==> config.mk <==
export PLATFORM = sky130hd
export DESIGN_NAME = rpmc_div
export DESIGN_NICKNAME = d
export VERILOG_FILES = /design/src/rtl/rpmc_pkg.sv /design/src/rtl/rpmc_div.sv
export SDC_FILE = /design/constraint.sdc
export NUM_CORES = 1
export LEC_CHECK = 0
export BUFFER_PORTS_ARGS = -buffer_cell sky130_fd_sc_hd__buf_4
export CELL_PAD_IN_SITES_DETAIL_PLACEMENT = 0
export CELL_PAD_IN_SITES_GLOBAL_PLACEMENT = 2
export CORE_MARGIN = 5
export CORE_UTILIZATION = 38
export CTS_CLUSTER_DIAMETER = 50
export CTS_CLUSTER_SIZE = 20
export DETAILED_ROUTE_END_ITERATION = 8
export PLACE_DENSITY = 0.84
export SLEW_MARGIN = 20
export SYNTH_ARGS = -nofsm -noshare
export SYNTH_HDL_FRONTEND = slang
export SYNTH_SLANG_ARGS = --single-unit
export TNS_END_PERCENT = 30
==> constraint.sdc <==
create_clock -name clk -period 3.48 [get_ports clk]
set_input_delay 0.348 -clock clk [delete_from_list [all_inputs] [get_ports clk]]
set_output_delay 0.348 -clock clk [all_outputs]
set_load 0.01 [all_outputs]
==> src/rtl/rpmc_pkg.sv <==
`timescale 1ns / 1ps
// ----------------------------------------------------------------------------
// rpmc_pkg
// Shared types, field widths and codes for the read pair merge classifier.
// ----------------------------------------------------------------------------
package rpmc_pkg;

    // field widths
    localparam int OP_W    = 3;
    localparam int ID_W    = 32;
    localparam int POS_W   = 31;
    localparam int LEN_W   = 16;
    localparam int BIN_W   = 10;
    localparam int KIND_W  = 3;
    localparam int RK_W    = 3;
    localparam int CLS_W   = 2;
    localparam int CNT_W   = 32;
    localparam int BSZ_W   = 16;

    // defaults
    localparam int DEF_LIST_DEPTH    = 1024;
    localparam int DEF_COVERAGE_BINS = 1024;
    localparam logic [BSZ_W-1:0] BIN_SIZE_RESET = 16'd1000;

    // opcodes
    localparam logic [OP_W-1:0] OP_CLEAR   = 3'd0;
    localparam logic [OP_W-1:0] OP_LOAD_A  = 3'd1;
    localparam logic [OP_W-1:0] OP_LOAD_B  = 3'd2;
    localparam logic [OP_W-1:0] OP_MERGE   = 3'd3;
    localparam logic [OP_W-1:0] OP_COUNTER = 3'd4;

    // result kinds
    localparam logic [RK_W-1:0] RK_PAIR    = 3'd0;
    localparam logic [RK_W-1:0] RK_ADVANCE = 3'd1;
    localparam logic [RK_W-1:0] RK_DONE    = 3'd2;
    localparam logic [RK_W-1:0] RK_COUNTER = 3'd3;
    localparam logic [RK_W-1:0] RK_RANGE   = 3'd4;

    // orientation classes
    localparam logic [CLS_W-1:0] CLS_TH = 2'd0;
    localparam logic [CLS_W-1:0] CLS_HT = 2'd1;
    localparam logic [CLS_W-1:0] CLS_TT = 2'd2;
    localparam logic [CLS_W-1:0] CLS_HH = 2'd3;

    // counter kinds
    localparam logic [KIND_W-1:0] CK_TOTAL = 3'd6;
    localparam logic [KIND_W-1:0] CK_NONE  = 3'd7;

    typedef struct packed {
        logic [ID_W-1:0]  id;
        logic [POS_W-1:0] pos;
        logic [LEN_W-1:0] len;
        logic             strand;
        logic             fwd;
    } entry_t;

    typedef struct packed {
        logic [RK_W-1:0]  result_kind;
        logic [CLS_W-1:0] pair_class;
        logic [ID_W-1:0]  pair_id;
        logic [POS_W-1:0] first_position;
        logic [LEN_W-1:0] first_length;
        logic             first_strand;
        logic             first_forward;
        logic [POS_W-1:0] second_position;
        logic [LEN_W-1:0] second_length;
        logic             second_forward;
        logic [CNT_W-1:0] insert_size;
        logic [CNT_W-1:0] count_value;
    } result_t;

endpackage

==> src/rtl/rpmc_div.sv <==
`timescale 1ns / 1ps
// ----------------------------------------------------------------------------
// rpmc_div
// Restoring serial divider: position by bin size, one quotient bit a cycle.
// ----------------------------------------------------------------------------
module rpmc_div
(
    input  logic                          clk,
    input  logic                          rst_n,
    input  logic                          start,
    input  logic [rpmc_pkg::POS_W-1:0]    dividend,
    input  logic [rpmc_pkg::BSZ_W-1:0]    divisor,
    output logic                          done,
    output logic [rpmc_pkg::POS_W-1:0]    quotient
);
    localparam int QW = rpmc_pkg::POS_W;
    localparam int DW = rpmc_pkg::BSZ_W;
    localparam int CW = $clog2(QW);

    logic [QW-1:0] quo_reg, quo_next;
    logic [DW-1:0] rem_reg, rem_next;
    logic [DW-1:0] dvs_reg, dvs_next;
    logic [CW-1:0] cnt_reg, cnt_next;
    logic          busy_reg, busy_next;
    logic          done_reg, done_next;
    logic [DW:0]   shifted;
    logic          fits;

    // one shift and trial subtract per cycle
    always_comb
    begin
        shifted   = {rem_reg, quo_reg[QW-1]};
        fits      = (shifted >= {1'b0, dvs_reg});
        quo_next  = quo_reg;
        rem_next  = rem_reg;
        dvs_next  = dvs_reg;
        cnt_next  = cnt_reg;
        busy_next = busy_reg;
        done_next = 1'b0;
        if (start)
        begin
            quo_next  = dividend;
            rem_next  = '0;
            dvs_next  = divisor;
            cnt_next  = '0;
            busy_next = 1'b1;
        end
        else if (busy_reg)
        begin
            rem_next = fits ? DW'(shifted - {1'b0, dvs_reg}) : DW'(shifted);
            quo_next = {quo_reg[QW-2:0], fits};
            cnt_next = cnt_reg + 1'b1;
            if (cnt_reg == CW'(QW - 1))
            begin
                busy_next = 1'b0;
                done_next = 1'b1;
            end
        end
    end

    always_ff @(posedge clk or negedge rst_n)
    begin
        if (!rst_n)
        begin
            busy_reg <= 1'b0;
            done_reg <= 1'b0;
            cnt_reg  <= '0;
        end
        else
        begin
            busy_reg <= busy_next;
            done_reg <= done_next;
            cnt_reg  <= cnt_next;
        end
    end

    always_ff @(posedge clk)
    begin
        quo_reg <= quo_next;
        rem_reg <= rem_next;
        dvs_reg <= dvs_next;
    end

    assign done     = done_reg;
    assign quotient = quo_reg;

endmodule

; Yosys cells after proc, flatten, opt, wreduce, memory -nomap -nowiden
; Index checks and enable logic that the tools add are counted.
[word_totals]
register_bits = 70
inputBits = 50
out_inout_bits = 32
wordCells = 22
[op_classes]
addsub = 2
magnitude_cmp = 1
n_eq_ne = 1
mux = 11
reduce_logical = 1
[ops]
columns = operator, n
row1 = $mux 31, 2
row2 = $ge 17x16->1, 1
row3 = $mux 16, 1
row4 = $sub 16x16->16, 1
row5 = $mux 5, 2
row6 = $mux 1, 6
row7 = $add 5x1->5 const B, 1
row8 = $eq 5x5->1 const B, 1
row9 = $reduce_bool 2->1, 1

; Longest topological paths before layout
[logic_depth]
depth_word = 4
mapped_depth = 10
ltp_nobuf = 9

; Worst setup path before layout
; No wires, ideal clock.
[synth_path]
path_kind = register to register
start = register quo_reg[30] (netlist: quotient[30])
end = register rem_reg[0]
setup_ns = 0.079
t_arrival_ns = 2.331
t_required_ns = 3.401
slack_ns = 1.070
stages_incl_launch_ff = 9
n_path_buf = 0
period_less_slack_ns = 2.410
cell_sequence = edfxtp_1 > inv_1 > ha_1 > nand2b_1 > a211o_1 > a2111o_1 > a31o_4 > mux2_4 > a211oi_2
[synth_via]
elab_chain_len = 2
elab_cells_between_ends = 3
classes_between = add/sub (1) / order compare (1) / mux (1)
[synth_rtl]
columns = item, line
row1 = from (decl), rpmc_div.sv:20  ; logic [QW-1:0] quo_reg, quo_next;
row2 = from (signal assigned), rpmc_div.sv:79  ; quo_reg <= quo_next;
row3 = $sub 16x16->16 / $ge 17x16->1 (equally long branches), "rpmc_div.sv:50, rpmc_div.sv:33"
row4 = $mux 16 *, rpmc_div.sv:50  ; rem_next = fits ? DW'(shifted - {1'b0, dvs_reg}) : DW'(shifted);
row5 = to (signal assigned), rpmc_div.sv:80  ; rem_reg <= rem_next;
row6 = to (decl), rpmc_div.sv:21  ; logic [DW-1:0] rem_reg, rem_next;
; Every way passes the cells marked *; elsewhere a longest branch is shown, timed or not.
; A chain may end at the register's enable or synchronous reset.

; Worst setup path in the final report
[layout_path]
start = register dvs_reg[1]
end = register rem_reg[15]
[layout_via]
elab_chain_len = 2
elab_cells_between_ends = 3
classes_between = add/sub (1) / order compare (1) / mux (1)
[layout_rtl]
columns = item, line
row1 = from (decl), rpmc_div.sv:22  ; logic [DW-1:0] dvs_reg, dvs_next;
row2 = from (signal assigned), rpmc_div.sv:81  ; dvs_reg <= dvs_next;
row3 = $sub 16x16->16 / $ge 17x16->1 (equally long branches), "rpmc_div.sv:50, rpmc_div.sv:33"
row4 = $mux 16 *, rpmc_div.sv:50
; Marks and branches as above.

==> results.cfg <==
[critical_path]
critPathCaptureType = flop
cell_chain_critical_path = inv_1, ha_1, nand2b_1, a211o_1, a2111o_1, a31oi_4, nor3_1, a311o_1
cp_max_fo = 15
cp.buffers_inverters = 1
reg2regPathDepth = 8
data_arrival_time_of_the_critical_path_ps = 2880
kind_of_start_point_of_the_critical_path = flop
worst-setup-path-type = flop to flop
largest_stage_delay_on_the_critical_path_ps = 510
worst_path_depth = 8
cp_slowest_cell = a2111o_1
critical_path_required_ps = 3720
critPathTopFamily = compound AO/OA/AOI/OAI gates

[die]
fp.coreArea_sq_um = 9684
die-area_sq_um = 11940
die_w_microns = 109.3
std_cell_rows = 36
dieHeight_microns = 109.3
pin_count = 82
initial_utilization_pct = 38.68

[hold_path]
cell_depth_of_the_worst_min_delay_path = 1
hold_path_class = input port to flop

[final_layout]
diodes = 0
largest_register_ff_count = 31
sequential_cell_area_sq_um = 1907
layoutNonFillerInstCount = 548
finish.net_count = 479
multi_input_comb_area_sq_um = 1694
post_route_cells_drive_above_1_share_pct = 33.01
num-fill-cells = 892
area.growth.synth_to_final_pct = 25.95
final_core_utilization_pct = 48.72

[pwr]
sequential_share_of_power_pct = 48.2
p_leak_uw = 0.002045
comb_power_share_pct = 14.6
fin_total_pwr_uw = 2036
pwr_density_cell_nw_per_um2 = 431.5
clock_power_share_pct = 37.2
power.share.switching_pct = 24.99
p_int_uw = 1527
ir_drop_v = 0.0001947
netSwitchingPower_uw = 508.7

[global_routing]
grt_overflow_total = 0
total_track_usage_pct = 14.21
grt_pass1_wl_microns = 13110
via_count_of_the_first_global_routing_pass = 2695
grt_max_degree = 42
grt_antenna_before_repair = 0

[placement]
number_of_cells_in_the_design_after_placement = 531
gpl.final_weighted_congestion = 0.7594
portBuffers = 81
dp_slack_ps = 855.1
dpl.hpwl_microns = 5940

[synth]
synth.yosys.seq_area_share_pct = 50.90
ys.warnings.count = 0
dominantRegCellSynth = edfxtp_1
synth_edf_count = 47
yosys.cell_types.count = 53
avgSynthCellArea_sq_um = 11.39
syn_nets = 398
netlist_area_sq_um = 3746
number_of_instances_in_the_synthesized_netlist = 329
yosys_register_bits = 70
synthArstFlopShare_pct = 10.00

[sta]
final_max_slew_viol_count = 0
achievable_frequency_ghz = 0.3777
worstMarginPinSlew_ps = 496.5
timing.final.crit_period_ps = 2648
fin_crit_sh_pct = 76.08
final-hold-violation-count = 0
fin_ws_ps = 832.5
finalSetupViolCount = 0
setup_repair_after_global_routing_missed_its_margin = no
fin_tns_setup_ps = 0
timing.slew.headroom_pct = 66.90
clock_skew_ps = 13.33

[drt]
num_vias = 2738
route.detailed.drc = 0
post_drt_wl_per_cell_microns = 15.27
drt_first_iter_violations = 159
postRouteAntennaNets = 0
vias_per_cell = 4.996
totalWireLength_microns = 8367
drt_pass1_iterations = 4

[clock_tree]
clock-root-buffer = clkbuf_8
cts_made_buffers = 9
cts.path.max_buffers = 2
clock_latency_ps = 350
h_tree_levels = 3
cts_tree = yes
post-cts-setup-buffer-count = 0
numClockSinks = 70
worst_setup_hold_path_clk_slew_ps = 80

[job]
maxCapViolCount = 0

[status]
outcome = completed
==> what timing repair did <==
action | 4_1_cts | 5_1_grt
resized for setup | 0 | 0
hold buffers | 1 | 0
hold endpoints to repair | 7 | 0
==> metal layers <==
layer | share of wire [%] | track usage [%]
met4 | 1.4 | 6.144
met3 | 4.1 | 2.819
met5 | 0 | 0
met1 | 46 | 19.57
met2 | 48 | 21.80
==> cell families (layout without fill, tap and decap cells) <==
kind of cell    Yosys count  in the layout  share of synthesized area [%]
buf+inv                  37            123                          3.875
mux                      34             34                          10.25
flops                    70             70                          50.90
compound gates           67             67                          14.06
fa+ha+maj                19             19                          6.547
simple gates             88             88                          11.09
xor+xnor                 14             14                          3.273
==> cell usage in the layout, fill, tap and decap left out, types with 2 or more instances in the layout <==
master / Yosys / layout
a21oi_1: 12 / 12
bufinv_16: 0 / 2
a311oi_1: 7 / 7
nor2_1: 25 / 25
buf_4: 1 / 84
nor3_1: 3 / 3
xnor2_1: 8 / 8
o21a_1: 2 / 2
nand2_1: 27 / 27
mux2i_1: 2 / 2
o22ai_1: 2 / 2
o221ai_1: 2 / 2
or3_1: 2 / 2
inv_1: 22 / 22
a211oi_1: 5 / 5
dfrtp_1: 7 / 7
a211o_1: 3 / 3
mux2_2: 31 / 31
o21ai_0: 6 / 6
nand4_1: 4 / 4
and3_1: 6 / 6
dfxtp_1: 16 / 16
clkbuf_8: 0 / 9
nand2b_1: 4 / 4
a32oi_1: 4 / 4
xor2_1: 6 / 6
clkinv_4: 0 / 2
ha_1: 18 / 18
inv_6: 0 / 3
edfxtp_1: 47 / 47
nor4_1: 4 / 4
nand3_1: 7 / 7
a21o_1: 5 / 5
a311o_1: 2 / 2
nand3b_1: 2 / 2
a31oi_1: 3 / 3
o31ai_1: 3 / 3
==> worst reg2reg max path, delay by kind of cell (launching register included) <==
kind                       cells  cell delay, ps
buffers and inverters          1              60
DFF                            1             400
AOI/OAI and AO/OA              4            1630
adders and majority gates      1             280
and+or+nand+nor                2             170
==> worst paths after layout <==
kind | start | to | slack [ps]
setup / recovery | dvs_reg[1]$_DFFE_PP_ | rem_reg[15]$_SDFFE_PP0P_ | 830
hold / removal | divisor[2] | dvs_reg[2]$_DFFE_PP_ | 170
min in group asynchronous | rst_n | done$_DFF_PN0_ | 360
max in group asynchronous | rst_n | cnt_reg[0]$_DFFE_PN0P_ | 3010
setup reg to reg | dvs_reg[1]$_DFFE_PP_ | rem_reg[15]$_SDFFE_PP0P_ | 830
hold reg to reg | rem_reg[7]$_SDFFE_PP0P_ | rem_reg[7]$_SDFFE_PP0P_ | 500
==> cell usage after synthesis, drive strengths merged, types with 4 or more instances <==
library cell	instances	area share, %
xnor2	8	1.9
nand2	27	2.7
nor4	4	0.67
a32oi	4	0.94
and3	6	1.0
inv	22	2.2
a211oi	6	1.3
buf	8	0.97
ha	18	6.0
a311oi	8	2.0
a21oi	12	1.6
nor2	25	2.5
dfrtp	7	4.7
mux2	32	9.7
o21ai	6	0.80
xor2	6	1.4
a21o	5	1.0
nand2b	4	0.67
nand3	7	0.94
a31oi	4	1.1
dfxtp	16	8.6
clkbuf	7	0.70
edfxtp	47	38
nand4	4	0.67
==> area by class of cell <==
type                       count  area share (%)
clock buffer                   9           2.625
clock inverter                 7           2.201
inverter                      22           1.750
multi-input combinational    222           35.91
sequential                    70           40.41
tap                          133           3.527
timing repair buffer          85           13.58
==> power groups by stage <==
| stage | combinational, uW | sequential (uW) | clock, uW |
|---|---|---|---|
| final | 298 | 981 | 757 |
| after global routing | 323 | 990 | 823 |
| after CTS | 302 | 982 | 780 |
| after detailed placement | 299 | 1000 | 0 |
| after global placement | 298 | 999 | 0 |
| after floorplan | 146 | 1010 | 0 |
==> stage by stage <==
| stage | cell area, sq um | hold slack, ps |
|---|---|---|
| 3_5_place_dp | 4481 | 164.1 |
| 4_1_cts | 4718 | 155.4 |
| 6_report | 4718 | 170.1 |
| 3_3_place_gp | 4481 | 162.9 |
| 2_1_floorplan | 3746 | 52.41 |
| 5_1_grt | 4718 | 150.5 |
Note: power is estimated with default switching activity, not from simulation.
